### src/egcd_pkg.sv
`default_nettype none
// ----------------------------------------------------------------------------
// egcd_pkg: shared types and helpers for the extended GCD block
// Holds the datapath width, the word type, the request/response bundles of
// the shared divide/multiply unit and small sign helpers.
// ----------------------------------------------------------------------------
package egcd_pkg;

  // Port payloads are fixed at 64 bits; arithmetic runs at WIDTH bits.
  localparam int IO_W  = 64;
  localparam int WIDTH = 64;
  localparam int CNT_W = $clog2(WIDTH + 1);

  typedef logic [WIDTH-1:0] word_t;
  typedef logic [CNT_W-1:0] cnt_t;

  // Request into the shared unit: start one magnitude division and, on the
  // same quotient bits, the products quotient*mx and quotient*my.
  typedef struct packed {
    logic  start;
    word_t dvd;
    word_t dvs;
    word_t mx;
    word_t my;
  } egcd_unit_req_t;

  typedef struct packed {
    logic  done;
    word_t rem;
    word_t prod_x;
    word_t prod_y;
  } egcd_unit_rsp_t;

  function automatic word_t mag(input word_t v);
    return v[WIDTH-1] ? word_t'(-v) : v;
  endfunction

  function automatic logic signed [IO_W-1:0] sext(input word_t v);
    return IO_W'($signed(v));
  endfunction

endpackage
`default_nettype wire

### src/egcd_if.sv
`default_nettype none
// ----------------------------------------------------------------------------
// egcd_if: request and result channels of the extended GCD block
// Valid/ready channels; an item moves when valid and ready are both high.
// ----------------------------------------------------------------------------
interface egcd_in_if import egcd_pkg::*; ();
  logic                   valid;
  logic                   ready;
  logic signed [IO_W-1:0] n;
  logic signed [IO_W-1:0] e;

  modport source (output valid, output n, output e, input ready);
  modport sink   (input valid, input n, input e, output ready);
endinterface

interface egcd_out_if import egcd_pkg::*; ();
  logic                   valid;
  logic                   ready;
  logic signed [IO_W-1:0] gcd;
  logic signed [IO_W-1:0] coef_n;
  logic signed [IO_W-1:0] coef_e;
  logic                   zero_operand;

  modport source (output valid, output gcd, output coef_n, output coef_e,
                  output zero_operand, input ready);
  modport sink   (input valid, input gcd, input coef_n, input coef_e,
                  input zero_operand, output ready);
endinterface
`default_nettype wire

### src/extended_gcd_top.sv
`default_nettype none
// ----------------------------------------------------------------------------
// extended_gcd_top: extended Euclidean algorithm on signed operands
// Orders n and e by magnitude, then repeats truncating division on a shared
// bit-serial unit while carrying the Bezout coefficients.
//
//   channel  | dir | payload                              | handshake
//   in_i     | in  | n, e                                 | valid/ready
//   out_o    | out | gcd, coef_n, coef_e, zero_operand    | valid/ready
//
// A request runs one division per quotient step (at most about 93 steps for
// 64-bit operands); a zero divisor skips division and goes straight to done.
// The bit-serial divider produces one quotient bit per cycle.
// in_i.ready is high only while idle; the output register holds a result
// until taken, and a finished request waits for it to free up.
// Reset is asynchronous and active low and clears all control state.
// ----------------------------------------------------------------------------
module extended_gcd_top import egcd_pkg::*; (
  input  wire        clk_i,
  input  wire        rst_ni,
  egcd_in_if.sink    in_i,
  egcd_out_if.source out_o
);

  typedef enum logic [2:0] {
    ST_IDLE = 3'b001,
    ST_DIV  = 3'b010,
    ST_DONE = 3'b100
  } state_e;

  state_e state_q, state_d;

  word_t a0_q, a_q, x0_q, x_q, y0_q, y_q;
  logic  nbig_q, zero_q;
  logic  out_valid_q;
  logic signed [IO_W-1:0] gcd_q, coef_n_q, coef_e_q;
  logic  zflag_q;

  egcd_unit_req_t unit_req;
  egcd_unit_rsp_t unit_rsp;

  word_t n_w, e_w, mag_n, mag_e, sel_a0, sel_a;
  logic  n_big;
  word_t r_w, x_nx, y_nx;
  logic  q_neg;
  logic  accept, finish, step, out_load;

  egcd_divmac u_divmac (
    .clk_i  (clk_i),
    .rst_ni (rst_ni),
    .req_i  (unit_req),
    .rsp_o  (unit_rsp)
  );

  always_comb begin
    n_w    = in_i.n[WIDTH-1:0];
    e_w    = in_i.e[WIDTH-1:0];
    mag_n  = mag(n_w);
    mag_e  = mag(e_w);
    n_big  = mag_n >= mag_e;
    sel_a0 = n_big ? n_w : e_w;
    sel_a  = n_big ? e_w : n_w;

    q_neg  = a0_q[WIDTH-1] ^ a_q[WIDTH-1];
    r_w    = a0_q[WIDTH-1] ? word_t'(-unit_rsp.rem) : unit_rsp.rem;
    x_nx   = q_neg ? x0_q + unit_rsp.prod_x : x0_q - unit_rsp.prod_x;
    y_nx   = q_neg ? y0_q + unit_rsp.prod_y : y0_q - unit_rsp.prod_y;

    accept   = in_i.valid && (state_q == ST_IDLE);
    finish   = (state_q == ST_DIV) && unit_rsp.done && (r_w == '0);
    step     = (state_q == ST_DIV) && unit_rsp.done && (r_w != '0);
    out_load = (state_q == ST_DONE) && (!out_valid_q || out_o.ready);

    unit_req.start = (accept && sel_a != '0) || step;
    unit_req.dvd   = (state_q == ST_IDLE) ? mag(sel_a0) : mag(a_q);
    unit_req.dvs   = (state_q == ST_IDLE) ? mag(sel_a) : unit_rsp.rem;
    unit_req.mx    = (state_q == ST_IDLE) ? '0 : x_nx;
    unit_req.my    = (state_q == ST_IDLE) ? word_t'(1) : y_nx;
  end

  always_comb begin
    state_d = state_q;
    unique case (state_q)
      ST_IDLE: if (accept) state_d = (sel_a == '0) ? ST_DONE : ST_DIV;
      ST_DIV:  if (finish) state_d = ST_DONE;
      ST_DONE: if (out_load) state_d = ST_IDLE;
      default: state_d = ST_IDLE;
    endcase
  end

  always_ff @(posedge clk_i or negedge rst_ni) begin
    if (!rst_ni) begin
      state_q     <= ST_IDLE;
      out_valid_q <= 1'b0;
    end else begin
      state_q <= state_d;
      if (out_load) begin
        out_valid_q <= 1'b1;
      end else if (out_o.ready) begin
        out_valid_q <= 1'b0;
      end
    end
  end

  always_ff @(posedge clk_i) begin
    if (accept) begin
      a0_q   <= sel_a0;
      a_q    <= sel_a;
      x0_q   <= word_t'(1);
      x_q    <= '0;
      y0_q   <= '0;
      y_q    <= word_t'(1);
      nbig_q <= n_big;
      zero_q <= (sel_a == '0);
    end else if (step) begin
      // advance one Euclid step: shift the remainder and coefficient pairs
      a0_q <= a_q;
      a_q  <= r_w;
      x0_q <= x_q;
      x_q  <= x_nx;
      y0_q <= y_q;
      y_q  <= y_nx;
    end
    if (out_load) begin
      gcd_q    <= zero_q ? '0 : sext(a_q);
      coef_n_q <= zero_q ? '0 : sext(nbig_q ? x_q : y_q);
      coef_e_q <= zero_q ? '0 : sext(nbig_q ? y_q : x_q);
      zflag_q  <= zero_q;
    end
  end

  assign in_i.ready         = (state_q == ST_IDLE);
  assign out_o.valid        = out_valid_q;
  assign out_o.gcd          = gcd_q;
  assign out_o.coef_n       = coef_n_q;
  assign out_o.coef_e       = coef_e_q;
  assign out_o.zero_operand = zflag_q;

`ifndef NO_ASSERTIONS
  a_done_in_div: assert property (@(posedge clk_i) disable iff (!rst_ni)
    unit_rsp.done |-> state_q == ST_DIV)
    else $error("divider finished outside of a division step");

  a_div_nonzero: assert property (@(posedge clk_i) disable iff (!rst_ni)
    state_q == ST_DIV |-> a_q != '0)
    else $error("division running with a zero divisor");

  a_busy_after_accept: assert property (@(posedge clk_i) disable iff (!rst_ni)
    in_i.valid && in_i.ready |=> !in_i.ready)
    else $error("request taken while a previous one is in flight");

  a_zero_result: assert property (@(posedge clk_i) disable iff (!rst_ni)
    out_o.valid && out_o.zero_operand |->
      out_o.gcd == '0 && out_o.coef_n == '0 && out_o.coef_e == '0)
    else $error("zero operand result carries nonzero fields");
`endif

endmodule
`default_nettype wire

### src/egcd_divmac.sv
`default_nettype none
// ----------------------------------------------------------------------------
// egcd_divmac: shared bit-serial divide and multiply-accumulate unit
// Restoring division of two magnitudes, one quotient bit per cycle, MSB
// first. Each quotient bit also feeds two Horner accumulators that build
// quotient*mx and quotient*my modulo 2^WIDTH.
// ----------------------------------------------------------------------------
module egcd_divmac import egcd_pkg::*; (
  input  wire            clk_i,
  input  wire            rst_ni,
  input  egcd_unit_req_t req_i,
  output egcd_unit_rsp_t rsp_o
);

  logic  busy_q;
  logic  done_q;
  cnt_t  cnt_q;
  word_t rem_q, quo_q, dvs_q, mx_q, my_q, acc_x_q, acc_y_q;

  logic [WIDTH:0] trial;
  logic           qbit;

  always_comb begin
    trial = {rem_q, quo_q[WIDTH-1]} - {1'b0, dvs_q};
    qbit  = ~trial[WIDTH];
  end

  always_ff @(posedge clk_i or negedge rst_ni) begin
    if (!rst_ni) begin
      busy_q <= 1'b0;
      done_q <= 1'b0;
      cnt_q  <= '0;
    end else begin
      done_q <= 1'b0;
      if (req_i.start) begin
        busy_q <= 1'b1;
        cnt_q  <= cnt_t'(WIDTH);
      end else if (busy_q) begin
        cnt_q <= cnt_q - cnt_t'(1);
        if (cnt_q == cnt_t'(1)) begin
          busy_q <= 1'b0;
          done_q <= 1'b1;
        end
      end
    end
  end

  always_ff @(posedge clk_i) begin
    if (req_i.start) begin
      rem_q   <= '0;
      quo_q   <= req_i.dvd;
      dvs_q   <= req_i.dvs;
      mx_q    <= req_i.mx;
      my_q    <= req_i.my;
      acc_x_q <= '0;
      acc_y_q <= '0;
    end else if (busy_q) begin
      // keep the partial remainder when the trial subtract goes negative
      rem_q   <= qbit ? trial[WIDTH-1:0] : {rem_q[WIDTH-2:0], quo_q[WIDTH-1]};
      quo_q   <= {quo_q[WIDTH-2:0], qbit};
      acc_x_q <= {acc_x_q[WIDTH-2:0], 1'b0} + (qbit ? mx_q : '0);
      acc_y_q <= {acc_y_q[WIDTH-2:0], 1'b0} + (qbit ? my_q : '0);
    end
  end

  assign rsp_o.done   = done_q;
  assign rsp_o.rem    = rem_q;
  assign rsp_o.prod_x = acc_x_q;
  assign rsp_o.prod_y = acc_y_q;

endmodule
`default_nettype wire

### src/flat_wrapper.sv
// flat-port wrapper written by rule: the top's interface ports become plain ports
module extended_gcd_top_flat import egcd_pkg::*;
  (clk_i, rst_ni, in_i_valid, in_i_n, in_i_e, in_i_ready, out_o_valid, out_o_gcd, out_o_coef_n, out_o_coef_e, out_o_zero_operand, out_o_ready);
  egcd_in_if in_i_i ();
  egcd_out_if out_o_i ();
  input  wire clk_i;
  input  wire rst_ni;
  input wire logic [$bits(in_i_i.valid)-1:0] in_i_valid;
  input wire logic [$bits(in_i_i.n)-1:0] in_i_n;
  input wire logic [$bits(in_i_i.e)-1:0] in_i_e;
  output wire logic [$bits(in_i_i.ready)-1:0] in_i_ready;
  output wire logic [$bits(out_o_i.valid)-1:0] out_o_valid;
  output wire logic [$bits(out_o_i.gcd)-1:0] out_o_gcd;
  output wire logic [$bits(out_o_i.coef_n)-1:0] out_o_coef_n;
  output wire logic [$bits(out_o_i.coef_e)-1:0] out_o_coef_e;
  output wire logic [$bits(out_o_i.zero_operand)-1:0] out_o_zero_operand;
  input wire logic [$bits(out_o_i.ready)-1:0] out_o_ready;
  assign in_i_i.valid = in_i_valid;
  assign in_i_i.n = in_i_n;
  assign in_i_i.e = in_i_e;
  assign in_i_ready = in_i_i.ready;
  assign out_o_valid = out_o_i.valid;
  assign out_o_gcd = out_o_i.gcd;
  assign out_o_coef_n = out_o_i.coef_n;
  assign out_o_coef_e = out_o_i.coef_e;
  assign out_o_zero_operand = out_o_i.zero_operand;
  assign out_o_i.ready = out_o_ready;
  extended_gcd_top u_core (.clk_i(clk_i), .rst_ni(rst_ni), .in_i(in_i_i), .out_o(out_o_i));
endmodule
### config.mk
export PLATFORM = sky130hd
export DESIGN_NAME = extended_gcd_top_flat
export DESIGN_NICKNAME = d
export VERILOG_FILES = /design/src/egcd_pkg.sv /design/src/egcd_if.sv /design/src/extended_gcd_top.sv /design/src/egcd_divmac.sv /design/src/flat_wrapper.sv
export SDC_FILE = /design/constraint.sdc
export NUM_CORES = 2
export LEC_CHECK = 0
export ABC_AREA = 1
export BUFFER_PORTS_ARGS = -buffer_cell sky130_fd_sc_hd__buf_2
export CELL_PAD_IN_SITES_DETAIL_PLACEMENT = 1
export CELL_PAD_IN_SITES_GLOBAL_PLACEMENT = 2
export CORE_ASPECT_RATIO = 1.2
export CORE_MARGIN = 2
export CORE_UTILIZATION = 33
export CTS_CLUSTER_DIAMETER = 200
export DETAILED_ROUTE_END_ITERATION = 6
export GPL_ROUTABILITY_DRIVEN = 0
export PLACE_DENSITY_LB_ADDON = 0.3
export SETUP_SLACK_MARGIN = 0.5
export SLEW_MARGIN = 5
export SYNTH_ARGS = -nofsm -noshare
export SYNTH_HDL_FRONTEND = slang
export SYNTH_SLANG_ARGS = --single-unit
### constraint.sdc
create_clock -name clk_i -period 8.75 [get_ports clk_i]
set_input_delay 1.75 -clock clk_i [delete_from_list [all_inputs] [get_ports clk_i]]
set_output_delay 1.75 -clock clk_i [all_outputs]
set_load 0.05 [all_outputs]
# Yosys cells after proc, flatten, opt, wreduce, memory -nomap -nowiden
# Index checks and enable logic that the tools add are counted.
# classes
mux,38
n_eq_ne,7
reduce_logical,17
magnitude_cmp,1
bitwise_logic,2
add_sub_neg,14
# ops
operator,count
2-to-1 mux 64 bit,23
negation 64 bit,6
adder 64 bit,4
zero test 64 bit,2
nonzero test 64 bit,2
subtractor 64 bit,2
subtractor 65 x 64 -> 65 bit,1
greater-or-equal comparator 64 bit,1
2-to-1 mux 7 bit,2
2-to-1 mux 3 bit,4
case mux 3 bit (3 select lines),1
2-to-1 mux 1 bit,8
== test 7 x 1 -> 1 bit (second input constant),1
subtractor 7 x 1 -> 7 bit (second input constant),1
logical AND 1 bit,6
inequality test 2 x 1 -> 1 bit (second input constant),3
nonzero test 2 bit,3
== test 3 x 1 -> 1 bit (second input constant),1
== test 3 x 2 -> 1 bit (second input constant),1
== test 3 bit (second input constant),1
AND reduction 3 bit,1
logical OR 1 bit,2
zero test 1 bit,1
NOT 1 bit,1
XOR 1 bit,1
# totals
word_cells,103
regBits,1040
output_inout_bits,195
inputBits,132

# Longest topological paths before layout
# depth
depth_word,8
depth_mapped,47
mapped_depth_nobuf,43

# Hierarchy
# Synthesis repeated with hierarchy kept, for this count alone.
# hier_totals
cells_unflattened,12199
hier_area_um2,79757.7
# by_module_without_submodules
module,seq_area_each_um2,cells_each,instances,area_per_inst_um2
extended_gcd_top,13033.8,7849,1,48953.2
egcd_divmac,11756.3,4350,1,30804.5

# Worst setup path before layout
# OpenSTA, ideal clock, no wires.
# synth_path
kind,in2reg
from,in out_o_ready
to,reg u_core.coef_e_q[0] (netlist: u_core.out_o.coef_e[0]) (enable)
arrival_time_ns,9.773
slack_ns,-1.772
path_buffers,0
stages,2
setup_time_ns,0.749
required_ns,8.001
cell_sequence,nor2_1 -> nor2_1
# synth_between
elab_chain_len,2
# synth_rtl
item,line,rtl
"start, declared",flat_wrapper.sv:17,input wire logic [$bits(out_o_i.ready)-1:0] out_o_ready;
logical OR 1 bit,extended_gcd_top.sv:72,out_load = (state_q == ST_DONE) && (!out_valid_q || out_o.ready);
logical AND 1 bit,extended_gcd_top.sv:72,
net u_core.out_load,extended_gcd_top.sv:46,"logic accept, finish, step, out_load;"
"end signal, assigned",extended_gcd_top.sv:127,coef_e_q <= zero_q ? '0 : sext(nbig_q ? y_q : x_q);
"end, declared",extended_gcd_top.sv:36,"logic signed [IO_W-1:0] gcd_q, coef_n_q, coef_e_q;"
# The timed path passes the listed nets, and every way through them passes these cells.
# A chain may end at the register's enable or synchronous reset.

==> results.ini <==
[run_status]
outcome=completed

[placed_design]
io_buffer_count=326
dp_worst_setup_slack_ps=-168
dp_hpwl_um=296000

[yosys]
yosys_warnings=0
synthFlopType=edfxtp_1
synthTopCellsByArea=edfxtp_1, dfxtp_1, nand2_1
ys_seq_elements=977
syn-num-nets=11700
synth.distinct_cells=68
syn_avg_cell_area_sq_um=6.86
synth-edff-count=516
netlist_area_sq_um=76600
syn_inst=11200
yosys.area.top_type_share=0.202
synthArstFlopShare=0.0133
ys_seq_area_frac=0.324
synth_top_area_cell=edfxtp_1

[timing]
setup_viol=0
tightest_slew_ps=1250
rsz0062_at_grt=false
clock_skew_ps=79.7
fin_crit_sh=0.904
fin_ws_ps=843
fmax_ghz=0.126
drv_slew=0
max_slew_margin=0.164
hold_violations=0
post-route-min-period_ps=7910

[floorplan]
std_cell_rows=193
dieHeight_um=532
start_util=0.332
dieArea_sq_um=236000
ios=327
core_sq_um=231000
dieWidth_um=444

[global_route]
grt_max_degree=202
globalRouteOverflowTotal=0
grt_pass1_wl_um=527000
grt_use_total=0.295
grt_pass1_vias=83100
antenna_found_initial=13

[critical_path]
ff2ff_path_depth=27
rr_startpoint=u_core.u_divmac.quo_q[63]$_DFFE_PP_
slowest_delay_ps=380
required_ps=9260
worstPathArrival_ps=8410
crit_slowest_cell=nor4_2
path_max_fanout=22
rrSetupSlack_ps=1080
path_common_cell=nand2_1
end_kind=flop
start_kind=input pin
reg2reg_to=u_core.u_divmac.acc_y_q[55]$_SDFFE_PN0P_
worstSetupStartpoint=in_i_n[0]
path_class=in2reg

[worst_hold_path]
holdCritStartpoint=u_core.x0_q[53]$_SDFFE_PP0P_
min_path_type=reg2reg
min_to=u_core.x0_q[53]$_SDFFE_PP0P_
worstHoldPathCells=2

[cts]
cts_max_level=3
root_buffer=clkbuf_16
cts_tree=built
clk_pin_slew_ps=60
clockBufferDepth=3
cts-buffers-inserted=112
clk_latency_ps=820
cts.sinks=977

[drt]
viasPerCell=5.42
routed_wl_um=362000
ant_nets=0
first_iter_violations=4962
routedWlPerCell_um=24.6
drt-pass1-iter-count=5
num_vias=79600
drc=0

[pwr]
power.leakage_nw=38.4
p_total_w=0.0278
peakVddDrop_uv=256
power_density_nw_per_um2=320

[cells_and_area]
multi_input_area_sq_um=44500
fillers=29300
final_cell_mix=nand2_1, nor2_1, inv_1
area_growth_pct=13.6
drive_above_1_share=0.0978
final_common_cell=nand2_1
ff_latch_area_sq_um=24800
finish.net_count=12100

[run]
drv_cap=0

==> per-layer routing <==
metal / up-vias / wire, um / GRT usage
met5: - / 21 / 0
met2: 2036 / 186000 / 0.550
met3: 866 / 12000 / 0.0257
met4: 4 / 32900 / 0.228
li1: 38000 / - / -
met1: 38700 / 130000 / 0.304
==> flip-flops by register name (all words and copies together), names as in the netlist, 3 cells and up <==
register	flops
u_core.a_q	64
u_core.out_o.coef_e	64
u_core.out_o.coef_n	64
u_core.out_o.gcd	64
u_core.state_q	3
u_core.u_divmac.acc_x_q	64
u_core.u_divmac.acc_y_q	64
u_core.u_divmac.cnt_q	7
u_core.u_divmac.dvs_q	64
u_core.u_divmac.mx_q	64
u_core.u_divmac.my_q	64
u_core.u_divmac.quo_q	64
u_core.u_divmac.rem_q	64
u_core.x0_q	64
u_core.x_q	64
u_core.y0_q	64
u_core.y_q	64
==> area by class of cell <==
cell class              instances  share of cell area
multi-input cells            8318               0.512
flip-flops and latches        977               0.285
inverters                    1493              0.0646
repair buffers                645              0.0502
well taps                    3022              0.0434
clock buffers                 163              0.0383
clock inverters                51             0.00664
diodes                          6            0.000173
==> kinds of logic after synthesis <==
kind of cell	after synthesis	synth area share
simple gates	4966	0.270
mux	2	0.000261
buf+inv	1870	0.0974
fa+ha+maj	393	0.0647
flops	977	0.324
xor+xnor	535	0.0612
compound gates	2422	0.183
==> report_power, final <==
| part | internal, W | switching [W] | leakage (nW) | total (W) |
|---|---|---|---|---|
| Clock | 0.00280 | 0.00220 | 1.90 | 0.00500 |
| Sequential | 0.00624 | 0.000665 | 8.70 | 0.00690 |
| Combinational | 0.00439 | 0.0115 | 27.8 | 0.0159 |
| Total | 0.0134 | 0.0144 | 38.4 | 0.0278 |
==> critical path: cells and delay by family <==
family,cells,cell delay [ps]
compound gates,3,520
xor+xnor,2,520
fa+ha+maj,2,470
buf+inv,6,890
simple gates,28,4230
==> worst max path at each step <==
stage	endpoint
after floorplan	u_core.u_divmac.dvs_q[0]$_DFFE_PN_
after global placement	u_core.u_divmac.dvs_q[18]$_DFFE_PN_
after detailed placement	u_core.u_divmac.dvs_q[20]$_DFFE_PN_
after CTS	u_core.u_divmac.dvs_q[18]$_DFFE_PN_
after global routing	u_core.u_divmac.acc_x_q[3]$_SDFFE_PN0P_
final	u_core.u_divmac.dvs_q[18]$_DFFE_PN_
==> per-stage QoR <==
stage	TNS [ps]	area (sq um)	util	hold slack (ps)	instances
floorplan	0	76600	-	435	11200
global placement	-37.0	82900	0.360	455	14500
detailed placement	-4720	82900	0.360	456	14500
CTS	0	86900	0.377	469	14700
global route	0	87000	0.377	493	14700
finish	0	87000	0.377	467	14700
==> cell usage after synthesis, drive strengths merged (72+ instances only) <==
| cell | number |
|---|---|
| a211oi | 150 |
| a21oi | 863 |
| a31oi | 174 |
| buf | 159 |
| clkbuf | 218 |
| dfxtp | 448 |
| edfxtp | 516 |
| ha | 388 |
| inv | 1488 |
| nand2 | 2310 |
| nand3 | 550 |
| nand4 | 127 |
| nor2 | 1609 |
| nor3 | 160 |
| o211ai | 82 |
| o21ai | 870 |
| o22ai | 122 |
| or2 | 72 |
| xnor2 | 152 |
| xor2 | 383 |
==> repair_timing <==
action,CTS,global route
setup buffers,0,3
resized for setup,0,24
setup endpoints to repair,0,579
hold buffers,0,0
(Power assumes the default switching activity.)
